--- src/rtl/tcws_ram.sv ---
// ----------------------------------------------------------------------------
// tcws_ram
// Simple dual-port RAM, one write and one registered read per cycle.
// ----------------------------------------------------------------------------
module tcws_ram #(
  parameter int WIDTH = 8,
  parameter int DEPTH = 16
) (
  input  logic                     clk,
  input  logic                     we,
  input  logic [$clog2(DEPTH)-1:0] waddr,
  input  logic [WIDTH-1:0]         wdata,
  input  logic [$clog2(DEPTH)-1:0] raddr,
  output logic [WIDTH-1:0]         rdata
);

  logic [WIDTH-1:0] mem [DEPTH];

  always_ff @(posedge clk) begin
    if (we) begin
      mem[waddr] <= wdata;
    end
    rdata <= mem[raddr];
  end

endmodule

--- config.mk ---
export PLATFORM = sky130hd
export DESIGN_NAME = tcws_ram
export DESIGN_NICKNAME = d
export VERILOG_FILES = /design/src/rtl/tcws_ram.sv
export SDC_FILE = /design/constraint.sdc
export NUM_CORES = 1
export LEC_CHECK = 0
export ABC_AREA = 1
export BUFFER_PORTS_ARGS = -buffer_cell sky130_fd_sc_hd__buf_4
export CAP_MARGIN = 20
export CORE_MARGIN = 2
export CORE_UTILIZATION = 60
export CTS_CLUSTER_SIZE = 10
export DETAILED_ROUTE_END_ITERATION = 8
export PLACE_DENSITY = 0.89
export SYNTH_ARGS = -nofsm -noshare
export SYNTH_HDL_FRONTEND = slang
export SYNTH_SLANG_ARGS = --single-unit
--- constraint.sdc ---
create_clock -name clk -period 1.7 [get_ports clk]
set_input_delay 0.255 -clock clk [delete_from_list [all_inputs] [get_ports clk]]
set_output_delay 0.255 -clock clk [all_outputs]
set_load 0.01 [all_outputs]
==> metrics.md <==
| Metric | Value |
|---|---|
| Hold Path End | `mem[15][5]` |
| Commonest non-fill, non-tap cell in the layout | `nand2_1` |
| Leakage | `2.93 nW` |
| Worst path slowest cell | `dfxtp_1` |
| Share of the synthesized area in the top cell type | `0.667` |
| Die area | `10400 um2` |
| CP top delay family | `flip-flops` |
| Cts hold-fix bufs | `0` |
| H-Tree Depth | `4` |
| Max VDD drop | `0.000709 V` |
| Max-cap violations | `0` |
| First-pass GRT wire length | `22000 um` |
| DR pass1 iterations | `6` |
| GRT busiest layer | `met2` |
| WP data required | `1.44 ns` |
| Io pins | `26` |
| Worst path max stage delay | `0.35 ns` |
| Slew headroom | `0.739` |
| ANT cells | `0` |
| Antenna Nets Post-Route | `0` |
| Synth area leaders | `edfxtp_1 67%, nand2_1 11%, nand3_1 8.4%, inv_1 6.5%, dfxtp_1 2.8%` |
| Reg2reg start | `mem[2][3]` |
| Tot GR Track Use | `0.294` |
| Sequential fraction of the synthesis area | `0.694` |
| Die outline height | `102 um` |
| Type of the worst min-delay path | `input port to register` |
| Arr. time, crit path | `1.01 ns` |
| Final net count | `612` |
| Wirelength, routed | `13800 um` |
| Hpwl dp | `7550 um` |
| Number of fill cells | `562` |
| Initial detailed-routing violation count | `667` |
| CP Max Fanout | `1` |
| Worst Path Buf+Inv | `1` |
| FF-to-FF path depth | `6` |
| Peak Freq | `788 MHz` |
| Starting density of the core | `0.621` |
| Max-slew violations | `0` |
| Critical Path Sink Type | `output port` |
| Post-DR wirelength/cell | `18.8 um` |
| Core area | `9280 um2` |
| Minimum clock period | `1.27 ns` |
| Grt ovf | `0` |
| Syn avg cell area | `10.5 um2` |
| TritonCTS clock tree | `done` |
| Final Skew | `0.00828 ns` |
| Finish-stage setup viols | `0` |
| Maximum number of pins on one net before global-route repair | `65` |
| Final hold violation count | `0` |
| Initial antenna violation count | `0` |
| Critical path type | `register to output port` |
| Worst slew pin tran | `0.391 ns` |
| Post-synth top area cell | `edfxtp_1` |
| Worst reg2reg path endpoint | `rdata[3]` |
| GR Util met1 | `0.369` |
| Area Growth Syn to Fin | `16.6%` |
| Vias per cell | `5.73` |
| Leading cell types in the layout, fill and taps excluded | `173 x nand2_1, 128 x edfxtp_1, 100 x inv_1` |
| GR met2 Demand/Resource | `0.483` |
| Crit-path cells | `buf_4` |
| Vias in the first global route | `4105` |
| CTS resizes | `0` |
| Clock root buffer | `clkbuf_8` |
| Maximum clock path buffer count | `2` |
| FF-to-FF setup slack | `0.52 ns` |
| Row cnt | `35` |
| Post-synthesis cell type count | `12` |
| Status | `completed` |
| Cells on Worst Hold Path | `1` |
| #FFs+latches synth | `136` |
| Clock sinks | `136` |
| Worst-path clk slew | `0.06 ns` |
| Synthesized net count | `569` |
| TNS Setup | `0 ns` |
| Postcts setup bufs | `0` |
| GPL Wtd Cong | `0.867` |
| YS warnings | `0` |
| RSZ-0062 raised after global routing | `false` |
| GR Util met3 | `0.0663` |
| Via count | `4215` |
| DIE WIDTH | `102 um` |
| Power Density | `1170 nW/um2` |
| DRC violations left | `0` |
| Mapped cell area | `5770 um2` |
| Share of layout cells above drive strength 1 | `0.129` |
| Period utilization | `0.746` |
| PortBufs | `25` |
| Element type at the critical path start | `register` |
| Hold Slack | `0.0304 ns` |
| Later-pin clock latency in the skew report | `0.53 ns` |
| Hold path start | `wdata[5]` |
| Total CTS buffers | `17` |
| Synthesized instance count | `551` |
final cells by class:
cell class	instances	area (um2)	area share
Sequential cell	136	4000	0.595
Multi-Input combinational cell	289	1210	0.180
Clock buffer	19	422	0.0627
Timing Repair Buffer	48	385	0.0573
Inverter	102	383	0.0569
Tap cell	129	161	0.0240
Clock inverter	13	155	0.0231
routing by layer:
| metal | part of all wire | vias to the layer above |
|---|---|---|
| met4 | 0.052 | 0 |
| met1 | 0.35 | 1936 |
| li1 | - | 1859 |
| met3 | 0.11 | 73 |
| met5 | 0 | - |
| met2 | 0.49 | 347 |
power breakdown:
| group | internal [mW] | leakage [nW] | switching [mW] | total (mW) |
|---|---|---|---|---|
| registers | 3.75 | 1.22 | 0.0252 | 3.77 |
| clock network | 2.22 | 0.269 | 1.38 | 3.60 |
| logic | 0.163 | 1.44 | 0.333 | 0.496 |
| total | 6.13 | 2.93 | 1.74 | 7.87 |
stage by stage:
stage	power (mW)	setup WS (ns)	utilization	instance area (um2)	cells
2_1_floorplan	4.11	0.494	-	5770	551
3_3_place_gp	4.29	0.361	0.662	6150	704
3_5_place_dp	4.31	0.355	0.662	6150	704
4_1_cts	7.85	0.423	0.724	6720	736
5_1_grt	8.06	0.408	0.724	6720	736
6_report	7.87	0.432	0.724	6720	736
state kept, by name (all words and copies together), names as in the netlist:
name,count
mem,128
rdata,8
worst max path at each step:
| stage | slack, ns | depth (start not counted) | from | end |
|---|---|---|---|---|
| after detailed placement | 0.36 | 8 | raddr[0] | rdata[3] |
| after floorplan | 0.49 | 2 | waddr[2] | mem[10][0] |
| after CTS | 0.42 | 1 | rdata[4] | rdata[4] |
| after global placement | 0.36 | 6 | raddr[2] | rdata[5] |
| final | 0.43 | 1 | rdata[4] | rdata[4] |
| after global routing | 0.41 | 1 | rdata[4] | rdata[4] |
cells in the mapped netlist:
library cell,count
buf_1,1
buf_2,13
buf_4,4
buf_6,6
dfxtp_1,8
edfxtp_1,128
inv_1,100
inv_2,2
nand2_1,173
nand3_1,97
nand3b_1,2
nor2_1,17
logic make-up (layout without fill, tap and decap cells):
group / count (synthesis) / after routing / share of synthesized area
flip-flops: 136 / 136 / 0.694
AND/OR/NAND/NOR: 289 / 289 / 0.210
buffers and inverters: 126 / 182 / 0.0952
Power figures use the tool's default switching activity.
